<file path="src/hdl/bgc_pkg.sv">
// ----------------------------------------------------------------------------
// bgc_pkg
// Shared types, event codes, register indexes and reset values for the
// button gesture classifier.
// ----------------------------------------------------------------------------
package bgc_pkg;

  typedef logic [2:0] ev_t;

  localparam ev_t EV_NONE    = 3'd0;
  localparam ev_t EV_PRESS   = 3'd1;
  localparam ev_t EV_RELEASE = 3'd2;
  localparam ev_t EV_SINGLE  = 3'd3;
  localparam ev_t EV_DOUBLE  = 3'd4;
  localparam ev_t EV_LONG1   = 3'd5;
  localparam ev_t EV_LONG2   = 3'd6;

  localparam logic OP_SAMPLE = 1'b0;
  localparam logic OP_ACK    = 1'b1;

  localparam int MAP_BITS = 48;
  localparam int WIN_BITS = 16;

  typedef logic [2:0] reg_idx_t;

  localparam reg_idx_t REG_FUNCTION_MAP = 3'd0;
  localparam reg_idx_t REG_SINGLE_WIN   = 3'd1;
  localparam reg_idx_t REG_DOUBLE_WIN   = 3'd2;
  localparam reg_idx_t REG_LONG_ONE     = 3'd3;
  localparam reg_idx_t REG_LONG_TWO     = 3'd4;
  localparam reg_idx_t REG_HOLD_FLAG    = 3'd5;

  localparam logic [WIN_BITS-1:0] SINGLE_WIN_RST = 16'd800;
  localparam logic [WIN_BITS-1:0] DOUBLE_WIN_RST = 16'd0;
  localparam logic [WIN_BITS-1:0] LONG_ONE_RST   = 16'd10000;
  localparam logic [WIN_BITS-1:0] LONG_TWO_RST   = 16'd20000;
  localparam logic [WIN_BITS-1:0] HOLD_FLAG_RST  = 16'd5000;

  typedef struct packed {
    logic [MAP_BITS-1:0] function_map;
    logic [WIN_BITS-1:0] single_window_ms;
    logic [WIN_BITS-1:0] double_window_ms;
    logic [WIN_BITS-1:0] long_one_ms;
    logic [WIN_BITS-1:0] long_two_ms;
    logic [WIN_BITS-1:0] hold_flag_ms;
  } cfg_t;

  typedef struct packed {
    logic        op;
    logic        pin_level;
    logic [31:0] now_ms;
  } in_item_t;

  typedef struct packed {
    logic       fired;
    ev_t        event_code;
    logic [7:0] function_code;
    logic       long_hold;
    logic       pressed;
  } out_item_t;

  function automatic logic [7:0] func_of(logic [MAP_BITS-1:0] fmap, ev_t ev);
    logic [7:0] code;
    code = 8'd0;
    case (ev)
      EV_PRESS:   code = fmap[7:0];
      EV_RELEASE: code = fmap[15:8];
      EV_SINGLE:  code = fmap[23:16];
      EV_DOUBLE:  code = fmap[31:24];
      EV_LONG1:   code = fmap[39:32];
      EV_LONG2:   code = fmap[47:40];
      default:    code = 8'd0;
    endcase
    return code;
  endfunction

endpackage

</file>
<file path="src/hdl/bgc_cfg.sv">
// ----------------------------------------------------------------------------
// bgc_cfg
// Configuration register file: function map and the five time windows.
// ----------------------------------------------------------------------------
module bgc_cfg (
  input  logic                           clk,
  input  logic                           rst,
  input  logic                           cfg_we,
  input  bgc_pkg::reg_idx_t              cfg_index,
  input  logic [bgc_pkg::MAP_BITS-1:0]   cfg_data,
  output bgc_pkg::cfg_t                  cfg
);

  always_ff @(posedge clk) begin
    if (rst) begin
      cfg.function_map     <= '0;
      cfg.single_window_ms <= bgc_pkg::SINGLE_WIN_RST;
      cfg.double_window_ms <= bgc_pkg::DOUBLE_WIN_RST;
      cfg.long_one_ms      <= bgc_pkg::LONG_ONE_RST;
      cfg.long_two_ms      <= bgc_pkg::LONG_TWO_RST;
      cfg.hold_flag_ms     <= bgc_pkg::HOLD_FLAG_RST;
    end else if (cfg_we) begin
      case (cfg_index)
        bgc_pkg::REG_FUNCTION_MAP: cfg.function_map     <= cfg_data;
        bgc_pkg::REG_SINGLE_WIN:   cfg.single_window_ms <= cfg_data[bgc_pkg::WIN_BITS-1:0];
        bgc_pkg::REG_DOUBLE_WIN:   cfg.double_window_ms <= cfg_data[bgc_pkg::WIN_BITS-1:0];
        bgc_pkg::REG_LONG_ONE:     cfg.long_one_ms      <= cfg_data[bgc_pkg::WIN_BITS-1:0];
        bgc_pkg::REG_LONG_TWO:     cfg.long_two_ms      <= cfg_data[bgc_pkg::WIN_BITS-1:0];
        bgc_pkg::REG_HOLD_FLAG:    cfg.hold_flag_ms     <= cfg_data[bgc_pkg::WIN_BITS-1:0];
        default: ;
      endcase
    end
  end

endmodule

</file>
<file path="src/hdl/bgc_core.sv">
// ----------------------------------------------------------------------------
// bgc_core
// Gesture state (level, press stamp, latched and pending events, hold flag)
// and the combinational classification of one beat.
// ----------------------------------------------------------------------------
module bgc_core #(
  parameter int TIME_BITS = 32
) (
  input  logic                clk,
  input  logic                rst,
  input  logic                step,
  input  bgc_pkg::in_item_t   item,
  input  bgc_pkg::cfg_t       cfg,
  output bgc_pkg::out_item_t  result
);

  logic                 last_level, last_level_next;
  bgc_pkg::ev_t         latched_event, latched_event_next;
  bgc_pkg::ev_t         pending_event, pending_event_next;
  logic [TIME_BITS-1:0] press_stamp, press_stamp_next;
  logic                 hold_flag, hold_flag_next;

  logic [63:0]          now_wide;
  logic [TIME_BITS-1:0] now_t;
  logic [TIME_BITS-1:0] elapsed;
  logic [TIME_BITS-1:0] single_win, double_win, long_one, long_two, hold_win;
  logic                 dbl_mapped;

  assign now_wide   = {32'd0, item.now_ms};
  assign now_t      = now_wide[TIME_BITS-1:0];
  assign elapsed    = now_t - press_stamp;
  assign single_win = TIME_BITS'(cfg.single_window_ms);
  assign double_win = TIME_BITS'(cfg.double_window_ms);
  assign long_one   = TIME_BITS'(cfg.long_one_ms);
  assign long_two   = TIME_BITS'(cfg.long_two_ms);
  assign hold_win   = TIME_BITS'(cfg.hold_flag_ms);
  assign dbl_mapped = bgc_pkg::func_of(cfg.function_map, bgc_pkg::EV_DOUBLE) != 8'd0;

  always_comb begin
    last_level_next    = last_level;
    latched_event_next = latched_event;
    pending_event_next = pending_event;
    press_stamp_next   = press_stamp;
    hold_flag_next     = hold_flag;
    if (item.op == bgc_pkg::OP_ACK) begin
      latched_event_next = bgc_pkg::EV_NONE;
    end else if (item.pin_level != last_level) begin
      if (item.pin_level) begin
        if (cfg.double_window_ms != '0 && dbl_mapped && elapsed < double_win) begin
          pending_event_next = bgc_pkg::EV_DOUBLE;
          latched_event_next = bgc_pkg::EV_DOUBLE;
        end else if (bgc_pkg::func_of(cfg.function_map, bgc_pkg::EV_PRESS) != 8'd0) begin
          pending_event_next = bgc_pkg::EV_PRESS;
          latched_event_next = bgc_pkg::EV_PRESS;
        end
        press_stamp_next = now_t;
      end else begin
        // a release that ends a double press makes no event
        if (pending_event != bgc_pkg::EV_DOUBLE) begin
          if (cfg.single_window_ms != '0 && elapsed < single_win &&
              bgc_pkg::func_of(cfg.function_map, bgc_pkg::EV_SINGLE) != 8'd0) begin
            pending_event_next = bgc_pkg::EV_SINGLE;
            if (!dbl_mapped) latched_event_next = bgc_pkg::EV_SINGLE;
          end else if (bgc_pkg::func_of(cfg.function_map, bgc_pkg::EV_RELEASE) != 8'd0) begin
            pending_event_next = bgc_pkg::EV_RELEASE;
            if (!dbl_mapped) latched_event_next = bgc_pkg::EV_RELEASE;
          end
        end
        hold_flag_next = 1'b0;
      end
      last_level_next = item.pin_level;
    end else if (item.pin_level) begin
      if (bgc_pkg::func_of(cfg.function_map, bgc_pkg::EV_LONG2) != 8'd0 &&
          elapsed > long_two) begin
        if (pending_event != bgc_pkg::EV_LONG2) begin
          pending_event_next = bgc_pkg::EV_LONG2;
          latched_event_next = bgc_pkg::EV_LONG2;
        end
      end else if (bgc_pkg::func_of(cfg.function_map, bgc_pkg::EV_LONG1) != 8'd0 &&
                   elapsed > long_one) begin
        if (pending_event != bgc_pkg::EV_LONG1) begin
          pending_event_next = bgc_pkg::EV_LONG1;
          latched_event_next = bgc_pkg::EV_LONG1;
        end
      end
      if (elapsed > hold_win) hold_flag_next = 1'b1;
    end else if (pending_event != bgc_pkg::EV_NONE && dbl_mapped && elapsed > double_win) begin
      // double window ran out while released: release the held event
      if (pending_event == bgc_pkg::EV_SINGLE || pending_event == bgc_pkg::EV_RELEASE) begin
        latched_event_next = pending_event;
      end
      pending_event_next = bgc_pkg::EV_NONE;
    end
  end

  always_comb begin
    result.fired         = item.op == bgc_pkg::OP_SAMPLE && latched_event_next > latched_event;
    result.event_code    = latched_event_next;
    result.function_code = bgc_pkg::func_of(cfg.function_map, latched_event_next);
    result.long_hold     = hold_flag_next;
    result.pressed       = last_level_next;
  end

  always_ff @(posedge clk) begin
    if (rst) begin
      last_level    <= 1'b0;
      latched_event <= bgc_pkg::EV_NONE;
      pending_event <= bgc_pkg::EV_NONE;
      press_stamp   <= '0;
      hold_flag     <= 1'b0;
    end else if (step) begin
      last_level    <= last_level_next;
      latched_event <= latched_event_next;
      pending_event <= pending_event_next;
      press_stamp   <= press_stamp_next;
      hold_flag     <= hold_flag_next;
    end
  end

`ifndef SYNTH
  a_ack_clears: assert property (@(posedge clk) disable iff (rst)
    step && item.op == bgc_pkg::OP_ACK |=> latched_event == bgc_pkg::EV_NONE)
    else $error("acknowledge did not clear latched event");

  a_fired_event: assert property (@(posedge clk) disable iff (rst)
    step && result.fired |=> latched_event != bgc_pkg::EV_NONE)
    else $error("fired with no latched event");

  a_hold_pressed: assert property (@(posedge clk) disable iff (rst)
    hold_flag |-> last_level)
    else $error("hold flag set while released");

  a_event_range: assert property (@(posedge clk) disable iff (rst)
    latched_event <= bgc_pkg::EV_LONG2 && pending_event <= bgc_pkg::EV_LONG2)
    else $error("event code out of range");
`endif

endmodule

</file>
<file path="src/hdl/button_gesture_classifier_unit.sv">
// ----------------------------------------------------------------------------
// button_gesture_classifier_unit
// Push-button gesture classifier: press, release, single, double and long
// presses from polled pin samples with millisecond timestamps.
// ----------------------------------------------------------------------------
// Usage:
//   in_valid/in_stall/in_item carry one sample or acknowledge beat; a beat is
//   taken at an edge with in_valid high and in_stall low.
//   out_valid/out_stall/out_item carry one result beat per input beat, in
//   order. Configuration is written through cfg_we/cfg_index/cfg_data; the
//   user must write it only while no beat is in flight, as the block does
//   not enforce this; unknown indexes are ignored. A taken beat lands in
//   the input register, is classified and goes to the output register
//   (out_item) once that is free. Throughput: one beat per cycle while
//   out_stall is low; the only loop is the registered gesture state.
//   A stalled result holds in the output register; the input register still
//   takes a beat, and in_stall rises only once both registers are full.
//   Reset clears both registers, the gesture state and loads the default
//   windows; the block is ready in the first cycle after reset.
// ----------------------------------------------------------------------------
module button_gesture_classifier_unit #(
  parameter int TIME_BITS = 32
) (
  input  logic                          clk,
  input  logic                          rst,
  input  logic                          in_valid,
  output logic                          in_stall,
  input  bgc_pkg::in_item_t             in_item,
  output logic                          out_valid,
  input  logic                          out_stall,
  output bgc_pkg::out_item_t            out_item,
  input  logic                          cfg_we,
  input  bgc_pkg::reg_idx_t             cfg_index,
  input  logic [bgc_pkg::MAP_BITS-1:0]  cfg_data
);

  logic               a_valid;
  bgc_pkg::in_item_t  a_item;
  logic               b_load;
  bgc_pkg::cfg_t      cfg;
  bgc_pkg::out_item_t result;

  assign b_load    = a_valid && (!out_valid || !out_stall);
  assign in_stall  = a_valid && !b_load;

  bgc_cfg u_cfg (
    .clk       (clk),
    .rst       (rst),
    .cfg_we    (cfg_we),
    .cfg_index (cfg_index),
    .cfg_data  (cfg_data),
    .cfg       (cfg)
  );

  bgc_core #(.TIME_BITS(TIME_BITS)) u_core (
    .clk    (clk),
    .rst    (rst),
    .step   (b_load),
    .item   (a_item),
    .cfg    (cfg),
    .result (result)
  );

  always_ff @(posedge clk) begin
    if (rst) begin
      a_valid   <= 1'b0;
      out_valid <= 1'b0;
    end else begin
      if (in_valid && !in_stall) begin
        a_valid <= 1'b1;
      end else if (b_load) begin
        a_valid <= 1'b0;
      end
      if (b_load) begin
        out_valid <= 1'b1;
      end else if (!out_stall) begin
        out_valid <= 1'b0;
      end
    end
  end

  always_ff @(posedge clk) begin
    if (in_valid && !in_stall) a_item <= in_item;
    if (b_load) out_item <= result;
  end

endmodule

</file>
<file path="config.mk">
export PLATFORM = sky130hd
export DESIGN_NAME = button_gesture_classifier_unit
export DESIGN_NICKNAME = d
export VERILOG_FILES = /design/src/hdl/bgc_pkg.sv /design/src/hdl/bgc_cfg.sv /design/src/hdl/bgc_core.sv /design/src/hdl/button_gesture_classifier_unit.sv
export SDC_FILE = /design/constraint.sdc
export NUM_CORES = 1
export LEC_CHECK = 0
export BUFFER_PORTS_ARGS = -buffer_cell sky130_fd_sc_hd__buf_2
export CAP_MARGIN = 10
export CORE_MARGIN = 1.5
export CORE_UTILIZATION = 60
export DETAILED_ROUTE_END_ITERATION = 16
export PLACE_DENSITY = 0.87
export SYNTH_ARGS = -nofsm -noshare
export SYNTH_HDL_FRONTEND = slang
export SYNTH_SLANG_ARGS = --single-unit
</file>
<file path="constraint.sdc">
create_clock -name clk -period 6.7 [get_ports clk]
set_input_delay 0 -clock clk [delete_from_list [all_inputs] [get_ports clk]]
set_output_delay 0 -clock clk [all_outputs]
set_load 0.01 [all_outputs]
</file>
# After elaboration in Yosys (flattened, before gate mapping)
# Cells that the tools add are included.
[totals]
ff_bits = 218
in_bits = 90
output_inout_bits = 16
word_cells = 154
[op_classes]
n_addsub = 1
order_cmp = 7
n_eq_ne = 24
n_mux = 62
n_bitwise = 1
reduce_logical = 38
[ops]
columns = ["operator", "count"]
rows = [
  ["$mux W8", 20],
  ["$gt A32 B16 Y1", 4],
  ["$mux W3", 30],
  ["$lt A32 B16 Y1", 2],
  ["$pmux W8 S6", 1],
  ["$reduce_bool A8 Y1", 6],
  ["$reduce_bool A16 Y1", 2],
  ["$sub A32 B32 Y32", 1],
  ["$eq A3 B2 Y1 const B", 6],
  ["$eq A3 B3 Y1 const B", 5],
  ["$logic_and A1 B1 Y1", 12],
  ["$ne A3 B3 Y1 const B", 4],
  ["$reduce_and A2 Y1", 6],
  ["$mux W1", 11],
  ["$reduce_and A9 Y1", 1],
  ["$ne A4 B1 Y1 const B", 2],
  ["$ne A4 B4 Y1 const B", 2],
  ["$eq A3 B1 Y1 const B", 2],
  ["$reduce_bool A3 Y1", 2],
  ["$logic_not A1 Y1", 4],
  ["$ne A4 B3 Y1 const B", 1],
  ["$reduce_and A4 Y1", 1],
  ["$gt A3 B3 Y1", 1],
  ["$logic_not A3 Y1", 1],
  ["other kinds (5)", 6],
]

# Depth between registers and ports, before layout
# Gate-level depths: netlist (run 1).
[logic_depth]
ltp_word = 21
mapped_depth = 27
mapped_depth_nobuf = 26

# By module
# From an unflattened synthesis (run 1), not the netlist that was laid out.
[unflattened]
cells_unflattened = 1531
hier_area_um2 = 13699.4
[by_module_without_submodules]
columns = ["mod", "instances", "cells_each", "area_per_inst_um2", "seq_area_each_um2"]
rows = [
  ["bgc_core", 1, 985, 6937.9, 800.8],
  ["bgc_cfg", 1, 488, 5233.8, 2562.5],
  ["button_gesture_classifier_unit", 1, 58, 1527.7, 1481.4],
]

# Worst setup path before layout (run 1)
# No wires, ideal clock.
[synth_timing]
kind = "reg2reg"
from = "register a_item[6] (netlist bit)"
to = "register out_item[13] (netlist bit) (data pin)"
setup_time_ns = 0.269
arrival_ns = 5.111
required_ns = 6.431
path_slack_ns = 1.320
stages_incl_launch_ff = 26
n_path_buf = 0
synth_period_minus_slack_ns = 5.380
cell_sequence = "edfxtp_1 -> ha_1 -> a21oi_1 -> a21bo_2 -> o21a_1 -> nand2_1 -> nand2_1 -> a21oi_1 -> xnor2_1 -> ha_1 -> a21o_1 -> a21o_1 -> a211o_1 -> nor2_1 -> o211ai_1 -> a221oi_1 -> a21boi_0 -> nand4_1 -> a211o_1 -> a21oi_1 -> nand2_2 -> inv_1 -> ha_1 -> a21o_1 -> a21oi_1 -> a311oi_1"
[synth_lines]
columns = ["element", "line", "text"]
rows = [
  ["start: declaration", "button_gesture_classifier_unit.sv:38", "bgc_pkg::in_item_t a_item;"],
  ["start signal: assignment", "button_gesture_classifier_unit.sv:83", "if (in_valid && !in_stall) a_item <= in_item;"],
  ["end signal: assignment", "button_gesture_classifier_unit.sv:84", "if (b_load) out_item <= result;"],
  ["end: declaration", "button_gesture_classifier_unit.sv:31", "output bgc_pkg::out_item_t out_item,"],
]

==> key figures, run 1 <==
Route
  • # DRC: 0
  • Drt pass-1 iters: 7
  • Initial drt markers: 1027
  • Routed Antenna Nets: 0
  • Drt total wl: 37.2 mm
  • Vias per cell: ~6.0
  • Via count: between 10000 and 15000
  • Drt wl/cell: between 15 and 20 µm

Place
  • Hpwl dp: 25.4 mm
  • GPL Wtd Cong: approximately 1
  • Placed instance area: roughly 0.013 mm²
  • Placed Cells: 1916
  • IO Port Bufs: about 110

Critical path
  • Arrival time worst endpoint: 6280 ps
  • Crit path max fanout: 15
  • Slowest stage cell, crit path: xor2_1
  • CP peak stage delay: 520 ps
  • CP bufs+invs: 1
  • Worst setup SP type: flop
  • Crit Path Class: flop to flop
  • Worst reg-to-reg setup slack: 670 ps
  • Critical-path cell list: ha_1, a21oi_4, nand2_2, a2111oi_4, nand2_1, xor2_1, ha_1, a21o_1, a21o_1, a21oi_1, o21a_1, mux2_2, a21oi_1, a211oi_1, nand4_2, a221o_1, a21o_1, nand2_2, inv_1, ha_1, a21o_1, a21oi_1, a311oi_1
  • Crit path max-delay family: compound AO/OA/AOI/OAI gates
  • Setup crit end kind: flop
  • Most used cell, CP: a21o_1
  • Critical Path RT: 6960 ps

Finish
  • Final nets: a little under 2000
  • Non-Filler Instances: between 2000 and 2500
  • Diodes inserted: 0
  • Post-route cell area: 0.0151 mm²
  • # fillers: 1588
  • Syn-to-layout area delta: 18.9%
  • Layout cells sized above 1: 10.5%

STA
  • Setup TNS: 0 ps
  • Slew @ Worst Pin: 1210 ps
  • Final setup viols: 0
  • RSZ-0062 raised after global routing: no
  • Max Fclk: about 170 MHz
  • Final period util: 89.9%
  • Clock skew: 20.8 ps
  • Final hold viol count: 0
  • Fin. max-slew vios: 0
  • Slew headroom: 19.6%
  • Minimum clock period: 6030 ps

Die
  • Die area: ~0.022 mm²
  • # rows: 53
  • Starting density of the core: 60.8%
  • Die Span Y: 149 µm
  • Die Wd: 149 µm
  • Core Area: 0.0209 mm²
  • I/O Pins: between 100 and 150

Global routing
  • Largest net degree at the start of global routing: 115
  • Total routing usage reported by global routing: 33.3%
  • Gr ovfl total: 0
  • Vias in the first global route: 11900
  • First-pass GRT wire length: 58.9 mm
  • Met3 usage: 5.92%
  • Met1 Use GR: 40.0%
  • Initial antenna violation count: 0
  • Met2 global-route usage: 57.4%
  • GRT busiest layer: met2

Synth
  • Synth async-reset ratio: 0%
  • Mapped Avg Cell Area: 7.98 µm²
  • Synth Area in XOR/XNOR: 1.45%
  • Post-Syn Area: 0.0127 mm²
  • Largest family of logic cells by synthesized area: compound AO/OA/AOI/OAI gates
  • Post-synthesis sequential area ratio: 38.1%
  • Complex-gate fraction of the synthesized area: 21.5%
  • Synth Area in Simple Gates: between 20% and 30%
  • #FFs+latches synth: roughly 220
  • Mux cell area share after synthesis: 0.670%
  • Synth cell types: 75
  • Number of enable flip-flop cells after synthesis: 48
  • Synth warnings: 0
  • Top_reg_cell synth: dfxtp_1
  • Syn_nets: 1796
  • Post-Synthesis Cells: 1592
  • Adder-Cell Fraction of Synth Area: 11.3%

Power and ir drop
  • Cell Pwr Density: 227 mW/mm²
  • Max VDD drop: 0.214 mV
  • Pleak: 6.00 nW

CTS
  • Clock transition at path regs: 60 ps
  • Clock latency at the later pin of the worst-skew pair: 530 ps
  • CTS HTree Levels: 1
  • CTS sink cnt: ~220
  • Post-CTS Setup Bufs: 0
  • CTS Buffer Depth: 3
  • Root buffer cell: clkbuf_16
  • Cts bufs inserted: 25
  • CTS tree: yes

Job
  • Max-cap viol count: 0

Outcome
  • Status: finished clean

Hold path
  • Type of the worst min-delay path: input port to flop
==> cells in the final DEF (no fill, tap or decap), drive strengths merged, types with 8 or more instances in the layout <==
master	n
o21ai	50
nand2	376
nand3b	16
dfxtp	170
o21a	24
a21o	40
nor4	21
buf	121
nand2b	10
a31oi	9
nor2	56
edfxtp	48
and3	15
nand4	27
clkbuf	31
ha	113
xnor2	15
a31o	10
a21oi	222
o211ai	13
nor3	16
a211oi	8
dlygate4sd3	86
nor2b	11
and2	9
inv	125
nand3	27
==> flip-flops by register name, indices dropped and copies added (netlist names) <==
| signal | flops |
|---|---|
| u_cfg.cfg | 128 |
| a_item | 34 |
| u_core.press_stamp | 32 |
| out_item | 14 |
| u_core.latched_event | 3 |
| u_core.pending_event | 3 |
| a_valid | 1 |
| out_valid | 1 |
| u_core.hold_flag | 1 |
| u_core.last_level | 1 |
==> cell type report <==
class / instances / area [µm²] / share of cell area [%]
inverters: 122 / 458 / 3.03
clock buffers: 31 / 679 / 4.50
flip-flops and latches: 218 / 4840 / 32.1
multi-input cells: 1181 / 7120 / 47.2
well taps: 275 / 344 / 2.28
clock inverters: 15 / 143 / 0.944
repair buffers: 207 / 1510 / 10.0
==> worst min-delay path, delay by kind of cell <==
family | cells | cell delay [ps]
compound gates | 1 | 50
buf+inv | 1 | 130
simple gates | 2 | 310
==> per-layer routing <==
layer / part of all wire (%) / routed length [µm] / vias up
met2: 48 / 17700 / 523
met3: 7.5 / 2780 / 139
li1: - / - / 5883
met4: 5.2 / 1930 / 0
met1: 40 / 14800 / 5690
met5: 0 / 0 / -
==> worst paths after layout <==
path	start	end	depth (start not counted)
worst min register to register	u_core.press_stamp[11]	u_core.press_stamp[11]	2
worst max register to register	a_item[11]	out_item[13]	23
worst min-delay path	cfg_index[0]	u_cfg.cfg[63]	4
worst max-delay path	a_item[11]	out_item[13]	23
==> stage by stage <==
step / setup slack (ps) / util [%] / power, mW / hold WS [ps]
floorplan: 1320 / - / 1.84 / 98.9
detailed placement: 747 / 64.2 / 2.04 / 178
global route: 212 / 72.3 / 3.56 / 5.92
global placement: 879 / 64.2 / 2.02 / 176
finish: 674 / 72.3 / 3.43 / 11.8
CTS: 687 / 72.3 / 3.42 / 98.4
==> logic make-up after synthesis <==
kind of cell             count (synthesis)
flip-flops                             218
adder cells (fa/ha/maj)                114
AO/OA/AOI/OAI                          437
multiplexers                             8
AND/OR/NAND/NOR                        601
buffers and inverters                  193
XOR/XNOR                                21
==> repair_timing <==
action / 4_1_cts / 5_1_grt
endpoints found under the hold margin: 186 / 0
gates resized for setup: 0 / 0
hold buffers: 86 / 0
==> synthesized netlist by cell type, drive strengths merged, types with 15 or more instances <==
cell type    n  area share [%]
a21o        40             2.4
xnor2       15             1.0
inv        122             3.6
ha         113              11
nor4        21             1.0
nor3        16            0.63
a21oi      222             8.9
nand2      376              11
nor2        56             1.7
nand4       27             1.4
and3        15            0.74
o21ai       50             2.0
dfxtp      170              27
o21a        24             1.4
edfxtp      48              11
clkbuf      63             1.9
nand3b      16            0.95
nand3       27             1.1
==> where the power goes <==
| part | internal, mW | switching, mW | total (mW) |
|---|---|---|---|
| clock | 0.801 | 0.563 | 1.36 |
| combinational | 0.276 | 0.381 | 0.657 |
| sequential | 1.39 | 0.0274 | 1.41 |
| total | 2.46 | 0.971 | 3.43 |
(Power assumes the default switching activity.)
==> inputs of run 2 (changes only) <==
--- a/config.mk
+++ b/config.mk
@@ -7,8 +7,10 @@
 export LEC_CHECK = 0
 export BUFFER_PORTS_ARGS = -buffer_cell sky130_fd_sc_hd__buf_2
 export CAP_MARGIN = 10
+export CELL_PAD_IN_SITES_DETAIL_PLACEMENT = 1
+export CELL_PAD_IN_SITES_GLOBAL_PLACEMENT = 1
 export CORE_MARGIN = 1.5
-export CORE_UTILIZATION = 60
+export CORE_UTILIZATION = 45
 export DETAILED_ROUTE_END_ITERATION = 16
 export PLACE_DENSITY = 0.87
 export SYNTH_ARGS = -nofsm -noshare
==> constraint.sdc (replaced) <==
create_clock -name clk -period 6.3 [get_ports clk]
set_input_delay 0 -clock clk [delete_from_list [all_inputs] [get_ports clk]]
set_output_delay 0 -clock clk [all_outputs]
set_load 0.01 [all_outputs]
==> run 2 against run 1 <==
  * Total power rose by 9.5%
  * Fmax rose by 1.2%
  * Die area rose by 33%
  * Global-route usage fell by 3.8 points
  * Sequential cell count did not move
  * Critical path depth rose by 2
  * Utilization fell by 17 points
  * Sequential share of layout area fell by 0.58 points
  * Sequential power rose by 7%
  * Largest power group unchanged
==> key figures, run 2 (same netlist as run 1, synthesis figures left out) <==
Finish
  • Most frequent cells in the layout: nand2_1 (374), a21oi_1 (218), dfxtp_1 (170)
  • Largest registers: u_cfg.cfg: 128 flops, a_item: 34 flops, u_core.press_stamp: 32 flops
  • Layout cells sized above 1: 11.2% (+0.66 points)
  • # fillers: 3398 (+110%)
  • Core Util, Final: 55.4% (-17 points)
  • Diodes inserted: 0 (unchanged)
  • Largest register FFs: 128 (unchanged)
  • Largest register by flop count: u_cfg.cfg
  • Final nets: 1970 (+0.56%)
  • Commonest non-fill, non-tap cell in the layout: nand2_1
  • Syn-to-layout area delta: 21.1%

Critical path
  • Setup crit end kind: flop
  • Critical Path RT: 6640 ps (-320 ps)
  • Arrival time worst endpoint: 6290 ps (about the same)
  • CP startpoint: a_item[0]
  • Slowest stage cell, crit path: a221o_1
  • Crit path max fanout: 12 (-3)
  • CP bufs+invs: 2 (+1)
  • CP peak stage delay: 440 ps (-80 ps)
  • Crit Path Class: flop to flop
  • Worst setup SP type: flop
  • Most used cell, CP: a21oi_1
  • Reg-to-Reg Start: a_item[0]
  • Crit path max-delay family: compound AO/OA/AOI/OAI gates

Global routing
  • First-pass GRT wire length: 68.4 mm (+16%)
  • Largest net degree at the start of global routing: 102 (-11%)
  • Gr ovfl total: 0 (unchanged)
  • Initial antenna violation count: 0 (unchanged)
  • Vias in the first global route: 13200 (+11%)
  • Total routing usage reported by global routing: 29.5% (-3.8 points)

Place
  • GPL Wtd Cong: 0.904 (-9.4%)
  • Setup WS pre-CTS: 210 ps (-538 ps)
  • Hpwl dp: 29.4 mm (+15%)
  • IO Port Bufs: 105 (unchanged)

Route
  • Met3 WL: 2.31 mm (-17%)
  • Initial drt markers: 870 (-15%)
  • Drt total wl: 43.6 mm (+17%)
  • # DRC: 0 (unchanged)
  • Routed Antenna Nets: 0 (unchanged)
  • Highest metal used: met4
  • Drt wl/cell: 20.1 µm (+11%)
  • M1 wire length: 18.2 mm (+23%)
  • Drt pass-1 iters: 7 (unchanged)
  • Vias per cell: 5.79 (-3.0%)
  • Detail Route met2 WL: 21.5 mm (+22%)
  • Via count: 12500 (+2.4%)

STA
  • Final setup viols: 0 (unchanged)
  • Final hold viol count: 0 (unchanged)
  • Clock skew: 33.5 ps (+12.7 ps)
  • Max Fclk: 168 MHz (+1.2%)
  • Slew @ Worst Pin: 1170 ps (-31.0 ps)
  • Slew headroom: 21.4% (+1.8 points)
  • Minimum clock period: 5950 ps (-72.4 ps)
  • Final worst slack: 346 ps (-328 ps)
  • Final period util: 94.5% (+4.6 points)
  • Fin. max-slew vios: 0 (unchanged)

Power and ir drop
  • Cell Pwr Density: 245 mW/mm² (+7.6%)
  • Design Power: 3.76 mW (+9.5%)
  • Pleak: 6.09 nW (+1.5%)
  • Max VDD drop: 0.205 mV (-4.3%)

Die
  • Core Area: 0.0278 mm² (+33%)
  • Die Span Y: 171 µm (+15%)
  • Starting density of the core: 45.7% (-15 points)
  • Die area: 0.0292 mm² (+33%)
  • Die Wd: 171 µm (+15%)
  • # rows: 61 (+15%)
  • I/O Pins: 106 (unchanged)

CTS
  • CTS tree: yes
  • Clock transition at path regs: 60 ps (about the same)
  • Clock latency at the later pin of the worst-skew pair: 560 ps (+30 ps)
  • Root buffer cell: clkbuf_16
  • Cts bufs inserted: 26 (+4.0%)
  • CTS sink cnt: 218 (unchanged)
  • CTS Buffer Depth: 3 (unchanged)
  • CTS HTree Levels: 1 (unchanged)

Hold path
  • HP Start: rst
  • Type of the worst min-delay path: input port to flop

Job
  • Max-cap viol count: 0 (unchanged)

Outcome
  • Status: finished clean
[run 2: cell count changes in the layout (fill, tap and decap cells not counted), sizes merged]
cell	delta
clkinv	+3
inv	-2
clkinvlp	-5
buf	+11
dlygate4sd3	-1
clkbuf	+6
[run 2: final cells by class]
class	count	area [µm²]	area share, %
tap	378	473	3.07
multi-input combinational	1181	7150	46.5
sequential	218	4840	31.5
inverter	122	458	2.98
clock inverter	11	119	0.773
clock buffer	37	732	4.76
timing repair buffer	217	1600	10.4
[run 2: path summary, 6_finish.rpt]
kind | to | depth (start not counted) | slack, ps
min | u_cfg.cfg[127] | 2 | 9
max | out_item[13] | 25 | 350
max reg2reg | out_item[13] | 25 | 350
min reg2reg | u_core.press_stamp[2] | 2 | 450
[run 2: metrics by stage]
stage	cell area, µm²	setup TNS (ps)	hold WS [ps]	instances
after floorplan	12700	0	98.9	1592
after global placement	13600	0	176	2028
after detailed placement	13600	0	178	2028
after CTS	15300	0	9.67	2161
after global routing	15400	-54.2	32.9	2164
final	15400	0	9.28	2164
[run 2: worst reg2reg max path, delay by kind of cell (launching register included)]
kind / cells / cell delay [ps]
DFF: 1 / 340
and+or+nand+nor: 4 / 890
AOI/OAI and AO/OA: 13 / 2780
muxes: 1 / 170
xor gates and xnor gates: 1 / 280
buffers and inverters: 2 / 110
adders and majority gates: 4 / 1140
[run 2: metal layers]
metal  global-route usage (%)  vias up
met5                        0        -
met1                     35.5     6108
li1                         -     5913
met2                     52.7      392
met3                     4.05      117
met4                     12.1        0
[run 2: timing repair]
action                                 CTS  global route
buffers inserted                         0             2
setup endpoints to repair                0             8
resized for setup                        0             6
endpoints found under the hold margin  167             0
hold buffers                            85             0
[run 2: power breakdown]
part	leakage [nW]	switching [mW]	internal (mW)
sequential	1.84	0.0314	1.47
combinational	3.83	0.443	0.313
clock	0.415	0.609	0.890
==> inputs of run 3 (changes only) <==
--- a/config.mk
+++ b/config.mk
@@ -5,14 +5,16 @@
 export SDC_FILE = /design/constraint.sdc
 export NUM_CORES = 1
 export LEC_CHECK = 0
+export ABC_AREA = 1
 export BUFFER_PORTS_ARGS = -buffer_cell sky130_fd_sc_hd__buf_2
 export CAP_MARGIN = 10
 export CELL_PAD_IN_SITES_DETAIL_PLACEMENT = 1
 export CELL_PAD_IN_SITES_GLOBAL_PLACEMENT = 1
-export CORE_MARGIN = 1.5
-export CORE_UTILIZATION = 45
+export CORE_MARGIN = 2
+export CORE_UTILIZATION = 44
 export DETAILED_ROUTE_END_ITERATION = 16
-export PLACE_DENSITY = 0.87
+export PLACE_DENSITY = 0.88
 export SYNTH_ARGS = -nofsm -noshare
 export SYNTH_HDL_FRONTEND = slang
+export SYNTH_HIERARCHICAL = 1
 export SYNTH_SLANG_ARGS = --single-unit
==> run 3 against run 2 <==
  * Setup slack better by 660 ps
  * Design area grew 10%
  * Clock skew is 0.84 ps higher
  * Cell count is 25% higher
  * Register-to-register slack better by 660 ps
  * Global-route usage decreased by 0.67 points
==> key figures, run 3 <==
Power and ir drop
  • Internal power: 2.97 mW (+11%)
  • Sw Share: 30.8% (+2.0 points)
  • Logic pwr share: 22.1% (+2.0 points)
  • Net switching power: 1.32 mW (+22%)
  • Pleak: 8.30 nW (+36%)
  • Sequential share of power: 35.5% (-4.5 points)
  • Clock network fraction of design power: 42.4% (+2.5 points)
  • Max VDD drop: 0.197 mV (-3.9%)
  • Cell Pwr Density: 253 mW/mm² (+3.5%)

Global routing
  • First-pass GRT wire length: 78.0 mm (+14%)
  • Gr ovfl total: 0 (unchanged)
  • Initial antenna violation count: 0 (unchanged)
  • Total routing usage reported by global routing: 28.8% (-0.67 points)
  • Vias in the first global route: 15300 (+16%)
  • Largest net degree at the start of global routing: 91 (-11%)

STA
  • Setup TNS: 0 ps (unchanged)
  • Minimum clock period: 5290 ps (-661 ps)
  • Final hold viol count: 0 (unchanged)
  • Fin. max-slew vios: 0 (unchanged)
  • Slew @ Worst Pin: 1050 ps (-129 ps)
  • Final setup viols: 0 (unchanged)
  • Slew headroom: 30.3% (+8.9 points)
  • RSZ-0062 raised after global routing: no
  • Final worst slack: 1010 ps (+661 ps)
  • Max Fclk: 189 MHz (+12%)
  • Final period util: 84.0% (-10 points)
  • Clock skew: 34.4 ps (+0.845 ps)

Finish
  • Layout cells sized above 1: 10.6% (-0.56 points)
  • Largest register FFs: 128 (unchanged)
  • Core Util, Final: 53.5% (-1.9 points)
  • Syn-to-layout area delta: 18.9%
  • Final nets: 2482 (+26%)
  • Largest register by flop count: u_cfg/cfg
  • Commonest non-fill, non-tap cell in the layout: nand2_1
  • Largest registers: u_cfg/cfg: 128 flops, a_item: 34 flops, u_core/press_stamp: 32 flops
  • Most frequent cells in the layout: nand2_1 (527), inv_1 (333), nor2_1 (302)
  • Diodes inserted: 0 (unchanged)

Synth
  • Post-synthesis sequential area ratio: 34.0% (-4.2 points)
  • #FFs+latches synth: 218 (unchanged)
  • Area share of the largest cell type after synthesis: 23.9% (-2.9 points)
  • Mapped Avg Cell Area: 6.76 µm² (-15%)
  • Commonest cells in the synthesized netlist: nand2_1 (528), inv_1 (334), nor2_1 (303), nand3_1 (181), dfxtp_1 (170)
  • Synth cell types: 50 (-33%)
  • Synth async-reset ratio: 0% (unchanged)
  • Top_reg_cell synth: dfxtp_1
  • Synth warnings: 6 (+6)
  • Synth top area cells: dfxtp_1 (24%), nand2_1 (14%), ha_1 (10%), edfxtp_1 (10%), inv_1 (8.8%)
  • Post-Syn Area: 0.0143 mm² (+12%)
  • Syn_nets: 2318 (+29%)
  • Post-Synthesis Cells: 2110 (+33%)
  • Post-synth top area cell: dfxtp_1
  • Number of enable flip-flop cells after synthesis: 48 (unchanged)
  • Top-count cell post-synth: nand2_1

CTS
  • CTS Buffer Depth: 3 (unchanged)
  • CTS tree: yes
  • Post-CTS Setup Bufs: 0 (unchanged)
  • CTS sink cnt: 218 (unchanged)
  • Clock transition at path regs: 60 ps (about the same)
  • CTS HTree Levels: 1 (unchanged)
  • Clock latency at the later pin of the worst-skew pair: 570 ps (about the same)
  • Cts bufs inserted: 26 (unchanged)
  • Root buffer cell: clkbuf_16

Die
  • Starting density of the core: 45.0% (-0.76 points)
  • # rows: 65 (+6.6%)
  • I/O Pins: 106 (unchanged)
  • Die area: 0.0339 mm² (+16%)
  • Die Wd: 184 µm (+7.6%)
  • Core Area: 0.0317 mm² (+14%)
  • Die Span Y: 184 µm (+7.6%)

Place
  • Setup WS pre-CTS: 1050 ps (+842 ps)
  • IO Port Bufs: 105 (unchanged)
  • GPL Wtd Cong: 0.976 (+8.0%)
  • Hpwl dp: 34.1 mm (+16%)

Route
  • Drt wl/cell: 18.0 µm (-11%)
  • Drt pass-1 iters: 5 (-2)
  • Drt total wl: 48.6 mm (+11%)
  • Initial drt markers: 740 (-15%)
  • # DRC: 0 (unchanged)
  • Vias per cell: 5.30 (-8.5%)
  • Routed Antenna Nets: 0 (unchanged)
  • Via count: 14300 (+14%)

Hold path
  • Type of the worst min-delay path: input port to flop

Critical path
  • Crit Path Class: flop to flop
  • Setup crit end kind: flop
  • Critical-path cell list: ha_1, nand2_1, nor2_2, nand2_1, clkinv_1, nand2_1, nand2_1, xor2_1, ha_1, nand4_1, nor4_1, o21ai_0, o211ai_1, o31ai_1, nand3_2, nand3_1, nand3_1, nand3_4, nor2_8, ha_1, nand2_1, nor2_1, a211oi_1, a311oi_1
  • Worst setup SP type: flop
  • CP bufs+invs: 1 (-1)
  • Arrival time worst endpoint: 5580 ps (-710 ps)
  • Critical Path RT: 6590 ps (-50 ps)
  • Crit path max fanout: 28 (+16)
  • Crit path max-delay family: simple AND/OR/NAND/NOR gates
  • Most used cell, CP: nand2_1
  • CP peak stage delay: 610 ps (+170 ps)
  • Slowest stage cell, crit path: xor2_1

Job
  • Max-cap viol count: 0 (unchanged)

Outcome
  • Status: finished clean
[run 3: changes by cell type after synthesis, sizes merged, moves of 15 or more]
cell	delta
clkbuf	-47
o21a	-24
nand4	+33
nand3	+170
a21o	-40
nor2	+271
a21oi	-130
and3	-15
nand2	+172
buf	+42
inv	+228
[run 3: path summary, 6_finish.rpt]
| check | startpoint | to | slack [ps] | cells after the start |
|---|---|---|---|---|
| worst min register to register | u_core/press_stamp[29] | u_core/press_stamp[29] | 460 | 2 |
| worst min-delay path | cfg_we | u_cfg/cfg[50] | 30 | 5 |
| worst max register to register | a_item[11] | out_item[13] | 1010 | 24 |
| worst max-delay path | a_item[11] | out_item[13] | 1010 | 24 |
[run 3: cells by family (layout without fill, tap and decap cells)]
logic type,Yosys count,count (layout),share of synthesized area [%]
and+or+nand+nor,1164,1164,36.1
buffers and inverters,421,605,11.9
DFF,218,218,34.0
AOI/OAI and AO/OA,174,174,6.71
adders and majority gates,118,118,10.4
xor gates and xnor gates,15,15,0.921
[run 3: worst register-to-register path: cells and delay by family, from the launching register on]
family                     cells  cell delay [ps]
adders and majority gates      3             1020
DFF                            1              410
AOI/OAI and AO/OA              5              750
xor gates and xnor gates       1              610
buffers and inverters          1               60
and+or+nand+nor               14             2190
[run 3: cell type report]
class / count / area, µm²
Timing Repair Buffer: 202 / 1500
Multi-Input combinational cell: 1471 / 7740
Clock buffer: 29 / 682
Fill cell: 4192 / 14800
Tap cell: 402 / 503
Inverter: 355 / 1330
Sequential cell: 218 / 4840
Clock inverter: 19 / 362
[run 3: power groups by stage]
stage | Sequential [mW] | Combinational [mW] | Clock [mW]
global placement | 1.55 | 0.827 | 0
floorplan | 1.54 | 0.616 | 0
CTS | 1.52 | 0.928 | 1.85
finish | 1.52 | 0.948 | 1.82
detailed placement | 1.55 | 0.872 | 0
global route | 1.53 | 1.06 | 1.90
[run 3: stage by stage]
step,hold WS [ps],cells,instance area (µm²),power (mW)
floorplan,62.4,2110,14300,2.16
global placement,179,2558,15000,2.38
detailed placement,178,2558,15000,2.42
CTS,10.2,2695,16900,4.30
global route,60.2,2696,17000,4.48
finish,34.0,2696,17000,4.29
[run 3: routing by layer]
metal | share of wire, % | wire (µm) | vias to the layer above | GRT usage (%)
li1 | - | - | 7033 | -
met1 | 42 | 20300 | 6808 | 33.4
met2 | 50 | 24400 | 316 | 53.2
met3 | 3.6 | 1770 | 123 | 3.84
met4 | 4.3 | 2070 | 0 | 11.9
met5 | 0 | 0 | - | 0
[run 3: what timing repair did]
action,in CTS,in global routing
endpoints found under the hold margin,164,0
gates resized for setup,0,0
hold buffers,89,0
